## config.mk

```make
export PLATFORM = sky130hd
export DESIGN_NAME = addressed_frame_deframer_core
export DESIGN_NICKNAME = d
export VERILOG_FILES = /design/src/hw/rtl/afd_pkg.sv /design/src/hw/rtl/addressed_frame_deframer_core.sv /design/src/hw/rtl/afd_cfg_regs.sv /design/src/hw/rtl/afd_parser.sv /design/src/hw/rtl/afd_out_skid.sv
export SDC_FILE = /design/constraint.sdc
export NUM_CORES = 1
export LEC_CHECK = 0
export ABC_CLOCK_PERIOD_IN_PS = 6200
export BUFFER_PORTS_ARGS = -buffer_cell sky130_fd_sc_hd__buf_2
export CORE_MARGIN = 10
export CORE_UTILIZATION = 60
export DETAILED_ROUTE_END_ITERATION = 10
export PLACE_DENSITY = 0.88
export SYNTH_ARGS = -nofsm -noshare
export SYNTH_HDL_FRONTEND = slang
export SYNTH_HIERARCHICAL = 1
export SYNTH_SLANG_ARGS = --single-unit
```

## constraint.sdc

```tcl
create_clock -name clk -period 6.2 [get_ports clk]
set_input_delay 0.31 -clock clk [delete_from_list [all_inputs] [get_ports clk]]
set_output_delay 0.31 -clock clk [all_outputs]
set_load 0.01 [all_outputs]
```

## src/hw/rtl/afd_pkg.sv

```systemverilog
`timescale 1ns / 1ps
package afd_pkg;

  localparam int unsigned ByteW   = 8;
  localparam int unsigned StatusW = 2;
  localparam int unsigned CfgIdxW = 2;

  // result tdata: 34 payload bits padded to whole bytes
  localparam int unsigned OutDataW = 40;

  // configuration register indexes
  localparam logic [CfgIdxW-1:0] CFG_OWN_ID         = 2'd0;
  localparam logic [CfgIdxW-1:0] CFG_BROADCAST_ID   = 2'd1;
  localparam logic [CfgIdxW-1:0] CFG_START_BYTE_ONE = 2'd2;
  localparam logic [CfgIdxW-1:0] CFG_START_BYTE_TWO = 2'd3;

  // frame status codes
  localparam logic [StatusW-1:0] STATUS_OK           = 2'd0;
  localparam logic [StatusW-1:0] STATUS_BAD_CHECKSUM = 2'd1;
  localparam logic [StatusW-1:0] STATUS_NOT_ADDR     = 2'd2;

  typedef struct packed {
    logic [ByteW-1:0] own_id;
    logic [ByteW-1:0] broadcast_id;
    logic [ByteW-1:0] start_byte_one;
    logic [ByteW-1:0] start_byte_two;
  } cfg_t;

  typedef struct packed {
    logic [ByteW-1:0]   data_three;
    logic [ByteW-1:0]   data_two;
    logic [ByteW-1:0]   data_one;
    logic [ByteW-1:0]   msg_type;
    logic [StatusW-1:0] frame_status;
  } result_t;

  localparam int unsigned ResultW = $bits(result_t);

endpackage

```

## src/hw/rtl/addressed_frame_deframer_core.sv

```systemverilog
`timescale 1ns / 1ps
// channel   | ports                          | contents
// ----------+--------------------------------+------------------------------------
// input     | in_tvalid in_tready in_tdata   | one received byte
// result    | out_tvalid out_tready out_tdata| status, type and data of one frame
// config    | cfg_we cfg_index cfg_wdata     | own id, broadcast id, marker bytes
//
// one byte is taken every cycle while the skid entry is free; the parser state
// advances per byte taken; a finished frame is registered in the output stage.
// a two-entry output stage keeps input flowing while a result waits; input
// stalls only when both entries are full.
// reset (synchronous, active low) returns to marker hunting and empties output.
module addressed_frame_deframer_core (
  input  logic                           clk,
  input  logic                           rst_n,
  input  logic                           in_tvalid,
  output logic                           in_tready,
  input  logic [afd_pkg::ByteW-1:0]      in_tdata,   // [7:0] rx_byte
  output logic                           out_tvalid,
  input  logic                           out_tready,
  // [1:0] frame_status, [9:2] msg_type, [17:10] data_one, [25:18] data_two,
  // [33:26] data_three, [39:34] zero
  output logic [afd_pkg::OutDataW-1:0]   out_tdata,
  input  logic                           cfg_we,
  input  logic [afd_pkg::CfgIdxW-1:0]    cfg_index,
  input  logic [afd_pkg::ByteW-1:0]      cfg_wdata
);
  import afd_pkg::*;

  cfg_t    cfg;
  logic    byte_en;
  logic    res_en;
  result_t res;
  result_t out_res;
  logic    space_ok;

  assign byte_en = in_tvalid && in_tready;
  assign in_tready = space_ok;

  afd_cfg_regs u_cfg (
    .clk       (clk),
    .rst_n     (rst_n),
    .cfg_we    (cfg_we),
    .cfg_index (cfg_index),
    .cfg_wdata (cfg_wdata),
    .cfg       (cfg)
  );

  afd_parser u_parser (
    .clk     (clk),
    .rst_n   (rst_n),
    .cfg     (cfg),
    .byte_en (byte_en),
    .rx_byte (in_tdata),
    .res_en  (res_en),
    .res     (res)
  );

  afd_out_skid u_out (
    .clk       (clk),
    .rst_n     (rst_n),
    .res_en    (res_en),
    .res       (res),
    .space_ok  (space_ok),
    .out_valid (out_tvalid),
    .out_ready (out_tready),
    .out_res   (out_res)
  );

  assign out_tdata = {{(OutDataW - ResultW){1'b0}}, out_res};

endmodule

```

## src/hw/rtl/afd_cfg_regs.sv

```systemverilog
`timescale 1ns / 1ps
module afd_cfg_regs (
  input  logic                          clk,
  input  logic                          rst_n,
  input  logic                          cfg_we,
  input  logic [afd_pkg::CfgIdxW-1:0]   cfg_index,
  input  logic [afd_pkg::ByteW-1:0]     cfg_wdata,
  output afd_pkg::cfg_t                 cfg
);
  import afd_pkg::*;

  cfg_t cfg_r;

  always_ff @(posedge clk) begin
    if (!rst_n) begin
      cfg_r.own_id         <= '0;
      cfg_r.broadcast_id   <= '1;
      cfg_r.start_byte_one <= '0;
      cfg_r.start_byte_two <= '0;
    end else if (cfg_we) begin
      case (cfg_index)
        CFG_OWN_ID:         cfg_r.own_id         <= cfg_wdata;
        CFG_BROADCAST_ID:   cfg_r.broadcast_id   <= cfg_wdata;
        CFG_START_BYTE_ONE: cfg_r.start_byte_one <= cfg_wdata;
        CFG_START_BYTE_TWO: cfg_r.start_byte_two <= cfg_wdata;
        default: ;
      endcase
    end
  end

  assign cfg = cfg_r;

endmodule

```

## src/hw/rtl/afd_parser.sv

```systemverilog
`timescale 1ns / 1ps
module afd_parser (
  input  logic                      clk,
  input  logic                      rst_n,
  input  afd_pkg::cfg_t             cfg,
  input  logic                      byte_en,
  input  logic [afd_pkg::ByteW-1:0] rx_byte,
  output logic                      res_en,
  output afd_pkg::result_t          res
);
  import afd_pkg::*;

  localparam int unsigned NumFields = 5;
  localparam int unsigned IdxW      = 3;

  typedef enum logic [1:0] {
    HUNT_ONE = 2'd0,
    HUNT_TWO = 2'd1,
    COLLECT  = 2'd2
  } phase_t;

  phase_t          phase_r, phase_nxt;
  logic [IdxW-1:0] idx_r, idx_nxt;
  logic [ByteW-1:0] xor_r, xor_nxt;
  logic [ByteW-1:0] fields_r [NumFields];
  logic            store_en;
  logic            frame_end;
  logic [ByteW-1:0] dest;

  assign frame_end = (phase_r == COLLECT) && (idx_r >= IdxW'(NumFields));
  assign store_en  = byte_en && (phase_r == COLLECT) && !frame_end;
  assign dest      = fields_r[0];

  always_comb begin
    phase_nxt = phase_r;
    idx_nxt   = idx_r;
    xor_nxt   = xor_r;
    case (phase_r)
      HUNT_TWO: begin
        if (rx_byte == cfg.start_byte_two) begin
          phase_nxt = COLLECT;
          idx_nxt   = '0;
          xor_nxt   = '0;
        end else if (rx_byte == cfg.start_byte_one) begin
          phase_nxt = HUNT_TWO;
        end else begin
          phase_nxt = HUNT_ONE;
        end
      end
      COLLECT: begin
        if (frame_end) begin
          phase_nxt = HUNT_ONE;
          idx_nxt   = '0;
          xor_nxt   = '0;
        end else begin
          idx_nxt = idx_r + 1'b1;
          xor_nxt = xor_r ^ rx_byte;
        end
      end
      default: begin
        // also covers the unused phase code
        phase_nxt = (rx_byte == cfg.start_byte_one) ? HUNT_TWO : HUNT_ONE;
      end
    endcase
  end

  always_ff @(posedge clk) begin
    if (!rst_n) begin
      phase_r <= HUNT_ONE;
      idx_r   <= '0;
      xor_r   <= '0;
    end else if (byte_en) begin
      phase_r <= phase_nxt;
      idx_r   <= idx_nxt;
      xor_r   <= xor_nxt;
    end
  end

  always_ff @(posedge clk) begin
    if (store_en) begin
      fields_r[idx_r] <= rx_byte;
    end
  end

  // checksum mismatch wins over a foreign destination
  always_comb begin
    res.msg_type   = fields_r[1];
    res.data_one   = fields_r[2];
    res.data_two   = fields_r[3];
    res.data_three = fields_r[4];
    if (rx_byte != xor_r) begin
      res.frame_status = STATUS_BAD_CHECKSUM;
    end else if ((dest != cfg.broadcast_id) && (dest != cfg.own_id)) begin
      res.frame_status = STATUS_NOT_ADDR;
    end else begin
      res.frame_status = STATUS_OK;
    end
  end

  assign res_en = byte_en && frame_end;

endmodule

```

## src/hw/rtl/afd_out_skid.sv

```systemverilog
`timescale 1ns / 1ps
module afd_out_skid (
  input  logic             clk,
  input  logic             rst_n,
  input  logic             res_en,
  input  afd_pkg::result_t res,
  output logic             space_ok,
  output logic             out_valid,
  input  logic             out_ready,
  output afd_pkg::result_t out_res
);
  import afd_pkg::*;

  logic    main_vld_r, skid_vld_r;
  result_t main_r, skid_r;
  logic    pop;

  assign pop      = main_vld_r && out_ready;
  assign space_ok = !skid_vld_r;

  always_ff @(posedge clk) begin
    if (!rst_n) begin
      main_vld_r <= 1'b0;
      skid_vld_r <= 1'b0;
    end else begin
      if (!main_vld_r || pop) begin
        main_vld_r <= skid_vld_r || res_en;
        skid_vld_r <= skid_vld_r && res_en;
      end else if (res_en) begin
        skid_vld_r <= 1'b1;
      end
    end
  end

  always_ff @(posedge clk) begin
    if (!main_vld_r || pop) begin
      main_r <= skid_vld_r ? skid_r : res;
      if (skid_vld_r && res_en) begin
        skid_r <= res;
      end
    end else if (res_en) begin
      skid_r <= res;
    end
  end

  assign out_valid = main_vld_r;
  assign out_res   = main_r;

endmodule
```

# Yosys cells after proc, flatten, opt, wreduce, memory -nomap -nowiden
# Memories as Yosys holds them, arrays and structs flattened.
# Index checks and enable logic that the tools add are counted.
# totals
regBits	115
latchBits	0
ramBits	40
romBits	0
inputBits	23
output_inout_bits	42
word_cells	79
memories	1
# classes
addsub	1
n_mul	0
div_mod_pow	0
order_cmp	1
n_eq_ne	13
n_shift	0
mux	20
bitwise_logic	1
n_reduce_logical	23
# mem_list
memory	words	word_bits	rd	rd_ports_with_merged_regs	write_ports	line_no	rtl
u_parser.fields_r	5	8	5	0	1	afd_parser.sv:25	logic [ByteW-1:0] fields_r [NumFields];
# ops
op	count
two-way mux 34 bit	4
!= test 8 bit	3
equality test 8 bit	2
two-way mux 8 bit	2
one-hot mux 8 bit (2 select lines)	1
AND reduction 2 bit	6
logical AND 1 bit	8
two-way mux 2 bit	4
XOR 8 bit	1
equality test 2 bit, second input constant	3
two-way mux 3 bit	2
one-hot mux 3 bit (2 select lines)	1
two-way mux 1 bit	5
equality test 2 x 1 -> 1 bit, second input constant	2
!= test 2 x 1 -> 1 bit, second input constant	2
one-hot mux 2 bit (2 select lines)	1
nonzero test 2 bit	2
adder 3 x 1 -> 3 bit, second input constant	1
greater-or-equal comparator 3 bit, second input constant	1
zero test 1 bit	3
AND reduction 3 bit	1
zero test 2 bit	1
logical OR 1 bit	2
!= test 2 bit, second input constant	1

# Depth between registers and ports, before layout
# An unclocked memory read counts as a cell.
# logic_depth
word_depth	7
ltp_mapped	8
ltp_nobuf	7

# Cells and area by module
# Netlist, hierarchy kept.
# modules_own_cells
module	n_inst	cells_each	area_each_um2	seq_area_each_um2
afd_out_skid	1	116	2610.0	2082.0
afd_parser	1	182	2366.0	1461.4
afd_cfg_regs	1	126	1256.2	640.6
addressed_frame_deframer_core	1	8	55.1	0.0

# Least setup slack after synthesis
# No wires, ideal clock.
# synth_path
path_type	register -> register
from	register u_out.skid_vld_r
to	register u_out/skid_r[0] in the netlist's numbering (enable)
setup_ps	393
arrival_time_ps	2032
required_time_ps	5807
slack_ps	3775
stages_incl_launch_ff	8
n_path_buf	2
period_less_slack_ps	2425
path_cell_list	dfxtp_1 > buf_6 > buf_6 > inv_1 > and2_1 > nand2_1 > nor2_1 > o21a_1
# synth_between
elab_chain_len	6
elab_cells_between_ends	7
cone_classes	eq/ne: 1; reduce/logical: 6
# synth_lines
element	line_no	rtl
from (decl)	afd_out_skid.sv:14	logic main_vld_r, skid_vld_r;
from (signal assigned)	afd_out_skid.sv:28	skid_vld_r <= skid_vld_r && res_en;
zero test 1 bit *	afd_out_skid.sv:19	assign space_ok = !skid_vld_r;
named net in_tready	addressed_frame_deframer_core.sv:17	output logic in_tready,
logical AND 1 bit *	addressed_frame_deframer_core.sv:37	assign byte_en = in_tvalid && in_tready;
named net byte_en	addressed_frame_deframer_core.sv:31	logic byte_en;
logical AND 1 bit *	afd_parser.sv:100	assign res_en = byte_en && frame_end;
named net res_en	addressed_frame_deframer_core.sv:32	logic res_en;
logical AND 1 bit	afd_out_skid.sv:38	if (skid_vld_r && res_en) begin
!= test 2 bit (no source line)	n/a	
AND reduction 2 bit (no source line) *	n/a	
to (signal assigned)	afd_out_skid.sv:39	skid_r <= res;
to (signal assigned)	afd_out_skid.sv:42	skid_r <= res;
to (decl)	afd_out_skid.sv:15	result_t main_r, skid_r;
# Mark *: on every way through the listed nets, which the timed path passes. The rest lies on a longest branch.
# A chain may end at the register's enable or synchronous reset.

# Worst setup path after layout
# layout_path
from	register u_out.skid_vld_r
to	register u_out/skid_r[16] in the netlist's numbering (enable)
# layout_between
elab_chain_len	6
elab_cells_between_ends	7
cone_classes	eq/ne: 1; reduce/logical: 6
# layout_lines
element	line_no
zero test 1 bit *	afd_out_skid.sv:19
logical AND 1 bit *	addressed_frame_deframer_core.sv:37
named net byte_en	addressed_frame_deframer_core.sv:31
logical AND 1 bit *	afd_parser.sv:100
named net res_en	addressed_frame_deframer_core.sv:32
logical AND 1 bit	afd_out_skid.sv:38
!= test 2 bit (no source line)	n/a
AND reduction 2 bit (no source line) *	n/a
# Marks and branches as above.

==> metrics.yaml <==
cts.clk_slew.worst_paths_ns: 0.06
fin_cells: 641
nNetsFinal: 520
cts_num_sinks: 155
hold_path.class: "input port to flop"
cap_violations: 0
htreeDepth: 4
critPathLaunchType: "flop"
min_period_ns: 2.70
fin_total_pwr_w: 0.00217
path_max_fanout: 38
globalRouteOverflowTotal: 0
synth_edf_count: 108
cts_setup_buffers: 0
wl_per_cell_um: 18.9
drt_drc_violations_left: 0
netlist_instances: 432
final_util_pct: 70.1
max_freq_ghz: 0.371
fin_crit_sh_pct: 43.5
grt_pass1_wl_mm: 19.4
post_cts_resized: 0
synth_area_leaders: "edfxtp_1 (52%), dfxtp_1 (15%), mux2i_1 (4.0%)"
placed_cells: 610
use_met2_pct: 28.8
p_int_w: 0.00171
power.leakage_nw: 2.72
hold_viol: 0
rsz0062_at_grt: "no"
clockBufferDepth: 2
area_growth_pct: 14.6
core_area_mm2: 0.0103
holdWs_ns: 0.108
slowest_stage: "dfxtp_2"
synth_largest_area_cell: "edfxtp_1"
power.share.combinational_pct: 3.1
yosysWarnings: 6
use_met3_pct: 4.87
final_antenna_net_count: 0
cp_top_family: "flip-flops"
die_h_um: 122
grt_most_used_layer: "met2"
clkLatencyLatePin_ns: 0.51
slew_violations: 0
pwr-share-clk_pct: 45.6
critPathKind: "flop to flop"
ys_seq_area_share_pct: 66.5
port_buffers: 58
swShare_pct: 21.1
setup_viol: 0
tightest_slew_ns: 1.17
fp.dieArea_mm2: 0.0150
max-slew-margin-rel_pct: 22.2
syn_area_per_cell_um2: 14.6
row_count: 37
async_flop_share_pct: 0
ios: 65
power.density_mw_per_mm2: 300
cts_tree: "built"
r2r-start: "u_out/skid_vld_r$_SDFFE_PN0P_"
grt_max_degree: 67
grt_usage_pct: 16.7
drt_iter0_markers: 408
seqPwrFrac_pct: 51.3
crit_path_max_incr_delay_ns: 0.62
path_buf_inv: 2
hold_start: "cfg_wdata[2]"
ys_ff_latch: 155
die_x_um: 122
status: "finished clean"
fin_skew_ns: 0.0119
ys.flop_type: "edfxtp_1"
routed_wl_mm: 12.1
yosysUniqueCellTypes: 38
end_kind: "flop"
grt_antenna_before_repair: 0
hold_buffers: 0
diodes: 0
drtPass1Iterations: 5
grt_use_met1_pct: 19.6
crit_required_ns: 6.38
cp.arrival_ns: 2.88
grt_pass1_vias: 3722
via_count: 3589
drive_above_1_share_pct: 25.3
cts-root-buf: "clkbuf_8"
gp_congestion: 0.827
hpwl_mm: 7.98
syn_area_mm2: 0.00629
p_sw_w: 0.000457
critPathLaunch: "u_out/skid_vld_r$_SDFFE_PN0P_"
peakVddDrop_uv: 209
cts_inserted_buffers: 17
tns_ns: 0
start_util_pct: 61.2
vias_per_cell: 5.60
crit_chain: "inv_1 -> and2_1 -> nand2_1 -> nor2_1 -> o21a_1 -> buf_4"
yosysTopAreaCellShare_pct: 51.6
==> power groups by stage <==
| stage | registers (W) | logic [W] | clock network [W] |
|---|---|---|---|
| 2_1_floorplan | 0.00113 | 0.0000433 | 0 |
| 3_3_place_gp | 0.00113 | 0.0000632 | 0 |
| 3_5_place_dp | 0.00113 | 0.0000659 | 0 |
| 4_1_cts | 0.00111 | 0.0000661 | 0.00100 |
| 5_1_grt | 0.00111 | 0.0000726 | 0.00106 |
| 6_report | 0.00111 | 0.0000666 | 0.000988 |
==> layout make-up <==
class | instances | area, µm²
flip-flops and latches | 155 | 4190
fillers | 673 | 3070
multi-input cells | 244 | 1910
clock buffers | 17 | 414
repair buffers | 62 | 320
well taps | 136 | 170
clock inverters | 14 | 159
inverters | 13 | 48.8
==> metrics by stage <==
stage	setup slack, ns	area (µm²)
5_1_grt	3.29	7210
3_5_place_dp	3.53	6640
2_1_floorplan	3.78	6310
3_3_place_gp	3.71	6640
4_1_cts	3.51	7210
6_report	3.50	7210
==> layer usage <==
| metal | share of wire (%) | wire, µm | vias to the layer above |
|---|---|---|---|
| met3 | 6.8 | 819 | 13 |
| met2 | 51 | 6180 | 131 |
| li1 | - | - | 1712 |
| met4 | 1.1 | 131 | 0 |
| met5 | 0 | 0 | - |
| met1 | 41 | 4980 | 1733 |
==> path summary, 6_finish.rpt <==
path	end	slack, ns	cells past startpoint
worst max-delay path	u_out/skid_r[16]$_DFFE_PP_	3.50	6
worst min-delay path	u_cfg/cfg[18]$_SDFFE_PN1P_	0.11	3
worst max register to register	u_out/skid_r[16]$_DFFE_PP_	3.50	6
worst min register to register	u_out/skid_r[31]$_DFFE_PP_	0.45	0
==> cell usage after synthesis (4+ instances only) <==
cell type and number:
dfxtp_1 47, clkbuf_1 9, ha_1 4, mux2_4 16, mux2_2 18, nand3b_1 9
edfxtp_1 108, mux2i_1 25, nand4b_1 8, nor4_1 10, o21ai_0 13, nand2_1 38
buf_4 7, xor2_1 27, inv_1 13, buf_6 5, xnor2_1 13, nor2_1 4
o211ai_1 18, buf_2 4, o21ai_1 10
==> cells in the final DEF (no fill, tap or decap), drive strengths merged, types with 3 or more instances in the layout <==
| cell type | instances |
|---|---|
| edfxtp | 108 |
| buf | 62 |
| dfxtp | 47 |
| nand2 | 38 |
| mux2 | 34 |
| xor2 | 27 |
| mux2i | 25 |
| o21ai | 23 |
| inv | 19 |
| o211ai | 18 |
| clkbuf | 17 |
| xnor2 | 13 |
| nor4 | 10 |
| nand3b | 9 |
| nand4b | 8 |
| conb | 6 |
| nor2 | 4 |
| ha | 4 |
| clkinvlp | 3 |
| o21a | 3 |
| nand4 | 3 |
| clkinv | 3 |
| nand3 | 3 |
==> logic make-up (layout without fill, tap and decap cells) <==
kind of cell / after synthesis / after routing / synth area share, %
AOI/OAI and AO/OA: 50 / 50 / 5.11
xor gates and xnor gates: 40 / 40 / 5.57
adders and majority gates: 4 / 4 / 0.796
buffers and inverters: 38 / 106 / 3.36
DFF: 155 / 155 / 66.5
muxes: 59 / 59 / 11.0
other: 1 / 6 / 0.0596
and+or+nand+nor: 85 / 85 / 7.52
==> state kept, by name, indices dropped and copies added (netlist names) <==
register and cells:
u_parser/phase_r 2, u_parser/idx_r 3, u_cfg/cfg 32, u_out/out_valid 1
u_parser/xor_r 8, u_out/skid_r 34, u_out/out_res 34, u_parser/fields_r 40
u_out/skid_vld_r 1
==> tightest hold or removal path: stages <==
cell and delay, ns:
buf_2 0.09, nand4b_1 0.09, o211ai_1 0.09
(Power assumes the default switching activity.)
